### config.mk
export PLATFORM = sky130hd
export DESIGN_NAME = integer_to_ascii_radix
export DESIGN_NICKNAME = d
export VERILOG_FILES = /design/src/hdl/itoar_pkg.sv /design/src/hdl/itoar_fifo.sv /design/src/hdl/itoar_front.sv /design/src/hdl/itoar_back.sv /design/src/hdl/integer_to_ascii_radix.sv
export SDC_FILE = /design/constraint.sdc
export NUM_CORES = 1
export LEC_CHECK = 0
export ABC_CLOCK_PERIOD_IN_PS = 24100
export BUFFER_PORTS_ARGS = -buffer_cell sky130_fd_sc_hd__buf_2
export CAP_MARGIN = 0
export CORE_AREA = 2 2 223 225
export CTS_CLUSTER_SIZE = 14
export DETAILED_ROUTE_END_ITERATION = 8
export DIE_AREA = 0 0 225 227
export PLACE_DENSITY = 0.57
export REMOVE_ABC_BUFFERS = 1
export SETUP_SLACK_MARGIN = 0.05
export SLEW_MARGIN = 40
export SYNTH_ARGS = -nofsm -noshare
export SYNTH_HDL_FRONTEND = slang
export SYNTH_SLANG_ARGS = --single-unit
### constraint.sdc
create_clock -name clk -period 24.1 [get_ports clk]
set_input_delay 0 -clock clk [delete_from_list [all_inputs] [get_ports clk]]
set_output_delay 0 -clock clk [all_outputs]
set_load 0.02 [all_outputs]
### src/hdl/itoar_pkg.sv
// ----------------------------------------------------------------------------
// itoar_pkg
// Shared types, constants and the digit-to-character mapping for the
// integer to ASCII radix converter.
// ----------------------------------------------------------------------------
package itoar_pkg;

	localparam int RADIX_W   = 6;
	localparam int CHAR_W    = 8;
	localparam int STEP_BITS = 4;   // quotient bits resolved per divider cycle
	localparam int JOB_DEPTH = 2;   // front-to-back queue, power of two
	localparam int OUT_DEPTH = 4;   // result queue, power of two
	localparam int OUT_LW    = $clog2(OUT_DEPTH + 1);

	localparam logic [RADIX_W-1:0] RADIX_MIN = 6'd2;
	localparam logic [RADIX_W-1:0] RADIX_MAX = 6'd36;
	localparam logic [RADIX_W-1:0] DEC_BASE  = 6'd10;
	localparam logic [CHAR_W-1:0]  CHAR_ZERO = 8'h30;
	localparam logic [CHAR_W-1:0]  CHAR_A    = 8'h41;
	localparam logic [CHAR_W-1:0]  CHAR_NUL  = 8'h00;

	typedef struct packed {
		logic               bad;
		logic [RADIX_W-1:0] radix;
	} job_ctl_t;

	typedef struct packed {
		logic [CHAR_W-1:0] digit_char;
		logic              last_digit;
		logic              bad_radix;
	} out_item_t;

	function automatic logic [CHAR_W-1:0] digit_to_ascii(input logic [RADIX_W-1:0] d);
		logic [CHAR_W-1:0] dx;
		dx = {{(CHAR_W-RADIX_W){1'b0}}, d};
		if (d < DEC_BASE) begin
			return dx + CHAR_ZERO;
		end else begin
			return dx - {{(CHAR_W-RADIX_W){1'b0}}, DEC_BASE} + CHAR_A;
		end
	endfunction

endpackage

### src/hdl/itoar_fifo.sv
// ----------------------------------------------------------------------------
// itoar_fifo
// Small register queue with a fill level. DEPTH must be a power of two.
// ----------------------------------------------------------------------------
module itoar_fifo #(
	parameter int WIDTH = 8,
	parameter int DEPTH = 2
) (
	input  logic                         clk,
	input  logic                         arst_n,
	input  logic                         push,
	input  logic [WIDTH-1:0]             wdata,
	input  logic                         pop,
	output logic [WIDTH-1:0]             rdata,
	output logic                         empty,
	output logic [$clog2(DEPTH+1)-1:0]   level
);

	localparam int AW = $clog2(DEPTH);
	localparam int LW = $clog2(DEPTH + 1);

	logic [WIDTH-1:0] mem_q [DEPTH];
	logic [AW-1:0]    wr_ptr_q;
	logic [AW-1:0]    rd_ptr_q;
	logic [LW-1:0]    level_q;
	logic             do_push;
	logic             do_pop;

	assign empty   = (level_q == '0);
	assign level   = level_q;
	assign rdata   = mem_q[rd_ptr_q];
	assign do_push = push && (level_q != LW'(DEPTH));
	assign do_pop  = pop && !empty;

	always_ff @(posedge clk or negedge arst_n) begin
		if (!arst_n) begin
			wr_ptr_q <= '0;
			rd_ptr_q <= '0;
			level_q  <= '0;
		end else begin
			if (do_push) begin
				wr_ptr_q <= wr_ptr_q + 1'b1;
			end
			if (do_pop) begin
				rd_ptr_q <= rd_ptr_q + 1'b1;
			end
			if (do_push && !do_pop) begin
				level_q <= level_q + 1'b1;
			end else if (!do_push && do_pop) begin
				level_q <= level_q - 1'b1;
			end
		end
	end

	always_ff @(posedge clk) begin
		if (do_push) begin
			mem_q[wr_ptr_q] <= wdata;
		end
	end

endmodule

### src/hdl/itoar_front.sv
// ----------------------------------------------------------------------------
// itoar_front
// Accepts items, flags an out-of-range radix, and queues them for the back end.
// ----------------------------------------------------------------------------
module itoar_front #(
	parameter int VALUE_WIDTH = 31
) (
	input  logic                            clk,
	input  logic                            arst_n,
	input  logic                            push,
	output logic                            full,
	input  logic [VALUE_WIDTH-1:0]          number,
	input  logic [itoar_pkg::RADIX_W-1:0]   radix,
	output logic                            job_valid,
	input  logic                            job_pop,
	output logic [VALUE_WIDTH-1:0]          job_number,
	output itoar_pkg::job_ctl_t             job_ctl
);
	import itoar_pkg::*;

	localparam int JW  = VALUE_WIDTH + $bits(job_ctl_t);
	localparam int JLW = $clog2(JOB_DEPTH + 1);

	job_ctl_t       ctl_in;
	logic [JW-1:0]  job_rdata;
	logic           job_empty;
	logic [JLW-1:0] job_level;

	// Classify the radix on the way in.
	always_comb begin
		ctl_in.radix = radix;
		ctl_in.bad   = (radix < RADIX_MIN) || (radix > RADIX_MAX);
	end

	assign full = (job_level == JLW'(JOB_DEPTH));

	itoar_fifo #(
		.WIDTH(JW),
		.DEPTH(JOB_DEPTH)
	) u_job_q (
		.clk   (clk),
		.arst_n(arst_n),
		.push  (push && !full),
		.wdata ({number, ctl_in}),
		.pop   (job_pop),
		.rdata (job_rdata),
		.empty (job_empty),
		.level (job_level)
	);

	assign job_valid  = !job_empty;
	assign job_number = job_rdata[JW-1 -: VALUE_WIDTH];
	assign job_ctl    = job_ctl_t'(job_rdata[$bits(job_ctl_t)-1:0]);

endmodule

### src/hdl/itoar_back.sv
// ----------------------------------------------------------------------------
// itoar_back
// Digit engine: iterative divider producing digits least significant first
// into a digit stack, then reads the stack back out most significant first.
// ----------------------------------------------------------------------------
module itoar_back #(
	parameter int VALUE_WIDTH = 31
) (
	input  logic                              clk,
	input  logic                              arst_n,
	input  logic                              job_valid,
	output logic                              job_pop,
	input  logic [VALUE_WIDTH-1:0]            job_number,
	input  itoar_pkg::job_ctl_t               job_ctl,
	input  logic [itoar_pkg::OUT_LW-1:0]      out_level,
	output logic                              out_push,
	output itoar_pkg::out_item_t              out_item
);
	import itoar_pkg::*;

	localparam int STEPS = (VALUE_WIDTH + STEP_BITS - 1) / STEP_BITS;
	localparam int PAD_W = STEPS * STEP_BITS;
	localparam int CW    = $clog2(STEPS);
	localparam int AW    = $clog2(VALUE_WIDTH);

	typedef enum logic [1:0] {
		ST_IDLE,
		ST_DIV,
		ST_EMIT
	} state_t;

	state_t             state_q;
	logic [PAD_W-1:0]   div_q;
	logic [RADIX_W-1:0] rem_q;
	logic [RADIX_W-1:0] radix_q;
	logic [CW-1:0]      cnt_q;
	logic [AW-1:0]      wr_ptr_q;
	logic [AW-1:0]      rd_ptr_q;
	logic               vld_s1;
	logic               last_s1;
	logic               bad_s1;
	logic [RADIX_W-1:0] rd_data_s1;
	logic [RADIX_W-1:0] stack_q [VALUE_WIDTH];

	logic [PAD_W-1:0]   div_nx;
	logic [RADIX_W-1:0] rem_nx;
	logic [RADIX_W:0]   trial;
	logic               credit;
	logic               stack_wr;
	logic               stack_rd;

	// Restoring division, STEP_BITS quotient bits per cycle.
	always_comb begin
		div_nx = div_q;
		rem_nx = rem_q;
		trial  = '0;
		for (int i = 0; i < STEP_BITS; i++) begin
			trial  = {rem_nx, div_nx[PAD_W-1]};
			div_nx = {div_nx[PAD_W-2:0], 1'b0};
			if (trial >= {1'b0, radix_q}) begin
				rem_nx    = RADIX_W'(trial - {1'b0, radix_q});
				div_nx[0] = 1'b1;
			end else begin
				rem_nx = trial[RADIX_W-1:0];
			end
		end
	end

	// Room in the result queue, counting the item already in flight.
	assign credit   = (out_level + OUT_LW'(vld_s1)) < OUT_LW'(OUT_DEPTH);
	assign job_pop  = (state_q == ST_IDLE) && job_valid && credit;
	assign stack_wr = (state_q == ST_DIV) && (cnt_q == '0);
	assign stack_rd = (state_q == ST_EMIT) && credit;

	always_ff @(posedge clk or negedge arst_n) begin
		if (!arst_n) begin
			state_q  <= ST_IDLE;
			div_q    <= '0;
			rem_q    <= '0;
			radix_q  <= '0;
			cnt_q    <= '0;
			wr_ptr_q <= '0;
			rd_ptr_q <= '0;
			vld_s1   <= 1'b0;
			last_s1  <= 1'b0;
			bad_s1   <= 1'b0;
		end else begin
			vld_s1 <= 1'b0;
			unique case (state_q)
				ST_IDLE: begin
					if (job_pop) begin
						if (job_ctl.bad) begin
							vld_s1  <= 1'b1;
							last_s1 <= 1'b1;
							bad_s1  <= 1'b1;
						end else begin
							div_q    <= PAD_W'(job_number);
							rem_q    <= '0;
							radix_q  <= job_ctl.radix;
							cnt_q    <= CW'(STEPS - 1);
							wr_ptr_q <= '0;
							state_q  <= ST_DIV;
						end
					end
				end
				ST_DIV: begin
					if (cnt_q == '0) begin
						wr_ptr_q <= wr_ptr_q + 1'b1;
						if (div_nx == '0) begin
							rd_ptr_q <= wr_ptr_q;
							state_q  <= ST_EMIT;
						end else begin
							div_q <= div_nx;
							rem_q <= '0;
							cnt_q <= CW'(STEPS - 1);
						end
					end else begin
						div_q <= div_nx;
						rem_q <= rem_nx;
						cnt_q <= cnt_q - 1'b1;
					end
				end
				ST_EMIT: begin
					if (stack_rd) begin
						vld_s1  <= 1'b1;
						last_s1 <= (rd_ptr_q == '0);
						bad_s1  <= 1'b0;
						if (rd_ptr_q == '0) begin
							state_q <= ST_IDLE;
						end else begin
							rd_ptr_q <= rd_ptr_q - 1'b1;
						end
					end
				end
				default: begin
					state_q <= ST_IDLE;
				end
			endcase
		end
	end

	// Digit stack.
	always_ff @(posedge clk) begin
		if (stack_wr) begin
			stack_q[wr_ptr_q] <= rem_nx;
		end
	end

	always_ff @(posedge clk) begin
		if (stack_rd) begin
			rd_data_s1 <= stack_q[rd_ptr_q];
		end
	end

	assign out_push = vld_s1;

	always_comb begin
		if (bad_s1) begin
			out_item.digit_char = CHAR_NUL;
			out_item.last_digit = 1'b1;
			out_item.bad_radix  = 1'b1;
		end else begin
			out_item.digit_char = digit_to_ascii(rd_data_s1);
			out_item.last_digit = last_s1;
			out_item.bad_radix  = 1'b0;
		end
	end

endmodule

### src/hdl/integer_to_ascii_radix.sv
// ----------------------------------------------------------------------------
// integer_to_ascii_radix
// Converts a non-negative integer to its ASCII digits in a radix of 2 to 36.
// ----------------------------------------------------------------------------
// Both sides look like a queue: write an item with push while full is low,
// take results with pop while empty is low. Each item yields its digits most
// significant first, '0'-'9' then 'A'-'Z', the final one marked by
// last_digit; a zero value gives a single '0', and a radix outside 2..36
// gives a single result with bad_radix set and a NUL character. Only the low
// VALUE_WIDTH bits of number count. Digits come from the shared divider,
// which resolves four quotient bits a cycle, least significant digit first,
// and are read back from the digit stack most significant first. A two-deep
// queue holds arriving items while the divider is busy, and a four-deep
// result queue lets digits wait for the consumer; when it is full, read-back
// from the digit stack waits.
// ----------------------------------------------------------------------------
module integer_to_ascii_radix #(
	parameter int VALUE_WIDTH = 31
) (
	input  logic                            clk,
	input  logic                            arst_n,
	input  logic                            push,
	output logic                            full,
	input  logic [VALUE_WIDTH-1:0]          number,
	input  logic [itoar_pkg::RADIX_W-1:0]   radix,
	output logic                            empty,
	input  logic                            pop,
	output logic [itoar_pkg::CHAR_W-1:0]    digit_char,
	output logic                            last_digit,
	output logic                            bad_radix
);
	import itoar_pkg::*;

	// Front to back: queued job.
	logic                  job_valid;
	logic                  job_pop;
	logic [VALUE_WIDTH-1:0] job_number;
	job_ctl_t              job_ctl;

	// Back to result queue.
	logic                  out_push;
	out_item_t             out_item;
	out_item_t             out_head;
	logic [OUT_LW-1:0]     out_level;

	// Classify the radix and hold arriving items.
	itoar_front #(
		.VALUE_WIDTH(VALUE_WIDTH)
	) u_front (
		.clk       (clk),
		.arst_n    (arst_n),
		.push      (push),
		.full      (full),
		.number    (number),
		.radix     (radix),
		.job_valid (job_valid),
		.job_pop   (job_pop),
		.job_number(job_number),
		.job_ctl   (job_ctl)
	);

	// Divide out digits and stream them back most significant first.
	itoar_back #(
		.VALUE_WIDTH(VALUE_WIDTH)
	) u_back (
		.clk       (clk),
		.arst_n    (arst_n),
		.job_valid (job_valid),
		.job_pop   (job_pop),
		.job_number(job_number),
		.job_ctl   (job_ctl),
		.out_level (out_level),
		.out_push  (out_push),
		.out_item  (out_item)
	);

	// Hold finished characters until the consumer pops them.
	itoar_fifo #(
		.WIDTH($bits(out_item_t)),
		.DEPTH(OUT_DEPTH)
	) u_out_q (
		.clk   (clk),
		.arst_n(arst_n),
		.push  (out_push),
		.wdata (out_item),
		.pop   (pop),
		.rdata (out_head),
		.empty (empty),
		.level (out_level)
	);

	assign digit_char = out_head.digit_char;
	assign last_digit = out_head.last_digit;
	assign bad_radix  = out_head.bad_radix;

endmodule

==> flow_summary.ini, run 1 <==
[die]
initial_core_util_pct = 34.8
rows = 81
core-area_mm2 = 0.0485
fp.dieArea_mm2 = 0.0511
pin_count = 53
die_w_um = 225
chipHeight_um = 227

[finish]
insertedDiodeCount = 0
nFillCells = 4454
area_growth_pct = 15.7
mostFrequentLayoutCells = edfxtp_1 (308), nor2_1 (102), nand2_1 (90)
final_common_cell = edfxtp_1
layout.nets = 1314
instances_no_fill = 1876
layout-drive-gt1-share_pct = 18.3

[synth]
ys_warn_count = 0
yosysSeqAreaShare_pct = 65.6
synth.distinct_cells = 73
synthCells = 1126
synth-edff-count = 308
synth-xor-area-share_pct = 1.77
yosys.area_share.simple_pct = 7.47
synthArstFlopShare_pct = 19.2
synth_fa_ha_area_share_pct = 3.71
syn_area_per_cell_um2 = 15.0
ys.flop_type = edfxtp_1
synth_top_family_by_area = multiplexers
ys_ff_latch = 381
synth_compound_area_share_pct = 7.28
synth_area_mm2 = 0.0169
synthMuxAreaShare_pct = 12.0

[clocking]
clock_path_buffers = 3
numCtsBuffers = 40
hold_buffers = 40
numClockSinks = 381
h-tree-depth = 2
cts_setup_buffers = 0
cts_resized = 0
clk_pin_slew_ps = 60
cts-root-buf = clkbuf_16
tritoncts = yes
clk_latency_ps = 550

[route]
vias_per_cell = 5.08
routedWlPerCell_um = 19.1
postRouteAntennaNets = 0
drc = 0
drt_iter0_markers = 623
wl_mm = 35.8
num_vias = 9521
drtPass1Iterations = 5

[setup_path]
crit_type = reg2reg
arrival_ps = 9380
reg2reg_from = u_back.radix_q[1]$_DFFE_PN0P_
required_ps = 24430
max_stage_delay_ps = 540
cp_max_fo = 31
endpoint_kind = register
cp-endpoint = u_back.stack_q[22][1]$_DFFE_PP_
r2r_cells = 34
crit_start = u_back.radix_q[1]$_DFFE_PN0P_
timing.rr.end = u_back.stack_q[22][1]$_DFFE_PP_
startpoint_type = register
slowest_stage = dfrtp_1
r2r_setup_slack_ps = 15050

[sta]
slew-limit-headroom_pct = 48.2
min_period_over_period_pct = 37.5
finalSetupViolations = 0
fmax_mhz = 111
worstMarginPinSlew_ps = 777
slew_violations = 0
min_period_ps = 9050
final.setup.tns_ps = 0
finClkSkew_ps = 24.9
hold_viol_final = 0
rsz0062_at_grt = no

[grt]
grt_max_degree = 74
gr-total-overflow = 0
track_usage_pct = 14.2
first_global_vias = 9753
grt_pass1_wl_mm = 55.9
grt_antenna_before_repair = 0

[status]
status = finished clean

[placement]
routabilityCongestion = 0.856
dp.cells = 1764
numPortBuffers = 52
dp_hpwl_mm = 22.8

[worst_hold_path]
hold_class = in2async

[run]
cap_violations = 0
[cell usage after synthesis, types with 3 or more instances]
cell type	instances	area share, %
mux4_2	64	8.5
a211oi_1	4	0.18
ha_1	42	3.1
a22o_1	4	0.21
and2_1	9	0.33
nand3_1	8	0.24
mux2i_1	50	3.0
buf_2	8	0.24
nor2_1	103	2.3
nor3b_1	3	0.13
buf_1	6	0.13
edfxtp_1	308	55
o21ai_1	9	0.27
nand2b_1	8	0.30
o211ai_1	5	0.22
xnor2_1	25	1.3
nor3_1	9	0.27
a21oi_1	46	1.4
nor4_1	8	0.30
o31ai_1	4	0.18
buf_6	3	0.20
mux2_2	8	0.53
o21ai_0	59	1.8
xor2_1	9	0.47
or2_2	3	0.11
fa_1	5	0.59
nor2b_1	8	0.30
o21a_1	10	0.44
nand3b_1	5	0.22
a21o_1	5	0.22
dfrtp_1	73	11
and3_1	5	0.19
nand4_1	6	0.22
inv_1	39	0.87
clkbuf_1	29	0.65
nand2_1	90	2.0
[critical path: cells and delay by family (launching register included)]
family | cells | cell delay [ps]
AOI/OAI and AO/OA | 16 | 4530
adders and majority gates | 4 | 1240
buffers and inverters | 5 | 830
DFF | 1 | 540
muxes | 1 | 240
and+or+nand+nor | 8 | 1410
[how the worst min path moves through the flow]
stage / depth (start not counted) / to / startpoint
final: 2 / u_back.div_q[5]$_DFFE_PN0P_ / arst_n
after global routing: 2 / u_back.radix_q[4]$_DFFE_PN0P_ / arst_n
after CTS: 2 / u_out_q.level[2]$_DFFE_PN0P_ / arst_n
after detailed placement: 1 / u_back.div_q[11]$_DFFE_PN0P_ / arst_n
after global placement: 1 / u_front.u_job_q.mem_q[1][30]$_DFFE_PP_ / number[23]
after floorplan: 0 / u_back.bad_s1$_DFFE_PN0P_ / arst_n
[registers in the layout (all words and copies together), names as in the netlist, 3 cells and up]
register,cells
u_back.cnt_q,3
u_back.div_q,32
u_back.radix_q,6
u_back.rd_data_s1,6
u_back.rd_ptr_q,5
u_back.rem_q,6
u_back.stack_q,186
u_back.wr_ptr_q,5
u_front.u_job_q.mem_q,76
u_out_q.level,3
u_out_q.mem_q,40
[final cells by class]
cell class	instances	area, um2	share of cell area [%]
clock inverter	16	146	0.750
timing repair buffer	104	771	3.95
clock buffer	54	1110	5.67
tap	622	778	3.99
inverter	39	146	0.750
multi-input combinational	660	5490	28.1
sequential	381	11100	56.8
[metrics by stage]
step | util (%) | setup WS, ps | hold slack, ps | instance area (um2)
final | 40.2 | 15050 | 45.2 | 19500
after global routing | 40.2 | 14470 | 127 | 19500
after CTS | 40.1 | 15190 | 70.3 | 19500
after detailed placement | 36.7 | 15210 | 78.3 | 17800
after global placement | 36.7 | 15470 | 188 | 17800
after floorplan | - | 15790 | -296 | 16700
[routing by layer]
| layer | share of wire, % | track usage, % | vias up | wire length (um) |
|---|---|---|---|---|
| met5 | 0 | 0 | - | 0 |
| met4 | 2.1 | 4.36 | 0 | 760 |
| met3 | 4.7 | 2.70 | 57 | 1690 |
| met2 | 48 | 23.6 | 217 | 17300 |
| met1 | 45 | 18.9 | 4768 | 16100 |
| li1 | - | - | 4479 | - |
[cell families after synthesis]
| family | after synthesis |
|---|---|
| DFF | 381 |
| and+or+nand+nor | 275 |
| AOI/OAI and AO/OA | 182 |
| muxes | 122 |
| buffers and inverters | 85 |
| adders and majority gates | 47 |
| xor gates and xnor gates | 34 |
Power of run 1 is not shown: default switching activity piles up to over one toggle a cycle in this logic, so the estimate is an artifact.
==> run 2, diff against run 1 <==
--- a/config.mk
+++ b/config.mk
@@ -5,7 +5,7 @@
 export SDC_FILE = /design/constraint.sdc
 export NUM_CORES = 1
 export LEC_CHECK = 0
-export ABC_CLOCK_PERIOD_IN_PS = 24100
+export ABC_CLOCK_PERIOD_IN_PS = 9100
 export BUFFER_PORTS_ARGS = -buffer_cell sky130_fd_sc_hd__buf_2
 export CAP_MARGIN = 0
 export CORE_AREA = 2 2 223 225
==> constraint.sdc (replaced) <==
create_clock -name clk -period 9.1 [get_ports clk]
set_input_delay 0 -clock clk [delete_from_list [all_inputs] [get_ports clk]]
set_output_delay 0 -clock clk [all_outputs]
set_load 0.02 [all_outputs]
==> run 2 against run 1 <==
Register-to-register slack worse by 14000 ps. Setup slack lost 14000 ps. Hold slack got worse by 21 ps. First-iteration DRC count rose by 0.96%. Maximum frequency up 8.4%. Non-clock buffer count is 2 higher. Die area is the same. Critical path depth shrank 2. Core utilization rose by 0.28 points. Via count is 0.69% lower. Sequential share of layout area shrank 0.38 points. Largest cell class unchanged.
==> flow_summary.ini, run 2 (synthesis results as in run 1) <==
[status]
status = finished clean

[finish]
multiInputGateArea_mm2 = 0.00550
mostFrequentLayoutCells = edfxtp_1 (308), nor2_1 (102), nand2_1 (90)
layout.nets = 1317
largest_registers = u_back.stack_q x186, u_front.u_job_q.mem_q x76, u_out_q.mem_q x40
final_common_cell = edfxtp_1
layout-drive-gt1-share_pct = 18.4
area_growth_pct = 16.5
ff_latch_area_mm2 = 0.0111
insertedDiodeCount = 0
largest_register_ff_count = 186
largest_register = u_back.stack_q
instances_no_fill = 1884
nFillCells = 4395

[setup_path]
arrival_ps = 8680
startpoint_type = register
cp_max_fo = 31
required_ps = 9440
slowest_stage = dfrtp_2
endpoint_kind = register
max_stage_delay_ps = 460
cp_common_cell = ha_1
crit_type = reg2reg

[die]
initial_core_util_pct = 34.8
fp.dieArea_mm2 = 0.0511
die_w_um = 225
chipHeight_um = 227
pin_count = 53
core-area_mm2 = 0.0485
rows = 81

[grt]
track_usage_pct = 13.9
gr-total-overflow = 0
grt_antenna_before_repair = 0
first_global_vias = 9785
grt_max_degree = 74
grt_pass1_wl_mm = 55.0

[route]
postRouteAntennaNets = 0
drt_iter0_markers = 629
vias_per_cell = 5.02
wl_mm = 34.7
num_vias = 9455
drc = 0
drtPass1Iterations = 5
routedWlPerCell_um = 18.4

[clocking]
tritoncts = yes
h-tree-depth = 2
numClockSinks = 381
clk_latency_ps = 550
cts-root-buf = clkbuf_16
clock_path_buffers = 3
numCtsBuffers = 41
cts_setup_buffers = 0
clk_pin_slew_ps = 60

[sta]
min_period_over_period_pct = 91.7
worstMarginPinSlew_ps = 797
worst_hold_slack_ps = 24.0
hold_viol_final = 0
setup_slack_ps = 756
finClkSkew_ps = 25.8
min_period_ps = 8340
fmax_mhz = 120
slew_violations = 0
finalSetupViolations = 0
slew-limit-headroom_pct = 46.8
rsz0062_at_grt = no
final.setup.tns_ps = 0

[placement]
routabilityCongestion = 0.877
dp_hpwl_mm = 23.0
dp.cells = 1767
numPortBuffers = 52
place_ws_ps = 399

[run]
cap_violations = 0

[worst_hold_path]
hold_class = in2async
[run 2: cell types whose count changed in the layout (fill, tap and decap cells not counted), moves of 2 or more]
| cell | delta |
|---|---|
| clkbuf_1 | +2 |
| buf_8 | +2 |
| bufinv_16 | +2 |
| clkinv_1 | +5 |
| clkinv_2 | -4 |
| o21ai_0 | -2 |
[run 2: metal layers]
metal | routed length (um) | track usage, % | part of all wire [%] | vias up
met5 | 0 | 0 | 0 | -
met4 | 782 | 4.34 | 2.3 | 0
met1 | 15300 | 18.3 | 44 | 4713
met2 | 17100 | 23.3 | 49 | 200
li1 | - | - | - | 4488
met3 | 1550 | 2.67 | 4.4 | 54
[run 2: cell type report]
class                   instances  share of cell area (%)
flip-flops and latches        381                    56.4
multi-input cells             660                    28.0
clock buffers                  57                    5.74
repair buffers                106                    4.07
well taps                     622                    3.96
clock inverters                19                    1.11
inverters                      39                   0.745
[run 2: final timing paths]
kind / from / to / slack (ps) / cells after the start
min in group clk: number[18] / u_front.u_job_q.mem_q[0][25]$_DFFE_PP_ / 180 / 2
hold / removal: arst_n / u_back.div_q[9]$_DFFE_PN0P_ / 20 / 2
hold reg to reg: u_back.radix_q[5]$_DFFE_PN0P_ / u_back.radix_q[5]$_DFFE_PN0P_ / 480 / 2
max in group asynchronous: arst_n / u_back.radix_q[1]$_DFFE_PN0P_ / 8520 / 2
setup / recovery: u_back.radix_q[1]$_DFFE_PN0P_ / u_back.stack_q[6][1]$_DFFE_PP_ / 760 / 32
setup reg to reg: u_back.radix_q[1]$_DFFE_PN0P_ / u_back.stack_q[6][1]$_DFFE_PP_ / 760 / 32
[run 2: worst max-delay path, delay by kind of cell (launching register included)]
kind,cells,cell delay (ps)
and+or+nand+nor,8,1520
muxes,3,830
buffers and inverters,4,630
AOI/OAI and AO/OA,13,3440
DFF,1,460
adders and majority gates,4,1270
[run 2: repair_timing]
| action | in CTS | in global routing |
|---|---|---|
| resized for setup | 0 | 5 |
| hold endpoints to repair | 156 | 0 |
| hold buffers | 40 | 0 |
| setup endpoints to repair | 0 | 131 |
[run 2: stage by stage]
step                      util [%]  cell area, um2
after floorplan                  -           16700
after global placement        36.7           17800
after detailed placement      36.8           17900
after CTS                     40.4           19600
after global routing          40.5           19700
final                         40.5           19700
Power of run 2 is left out for the same reason.
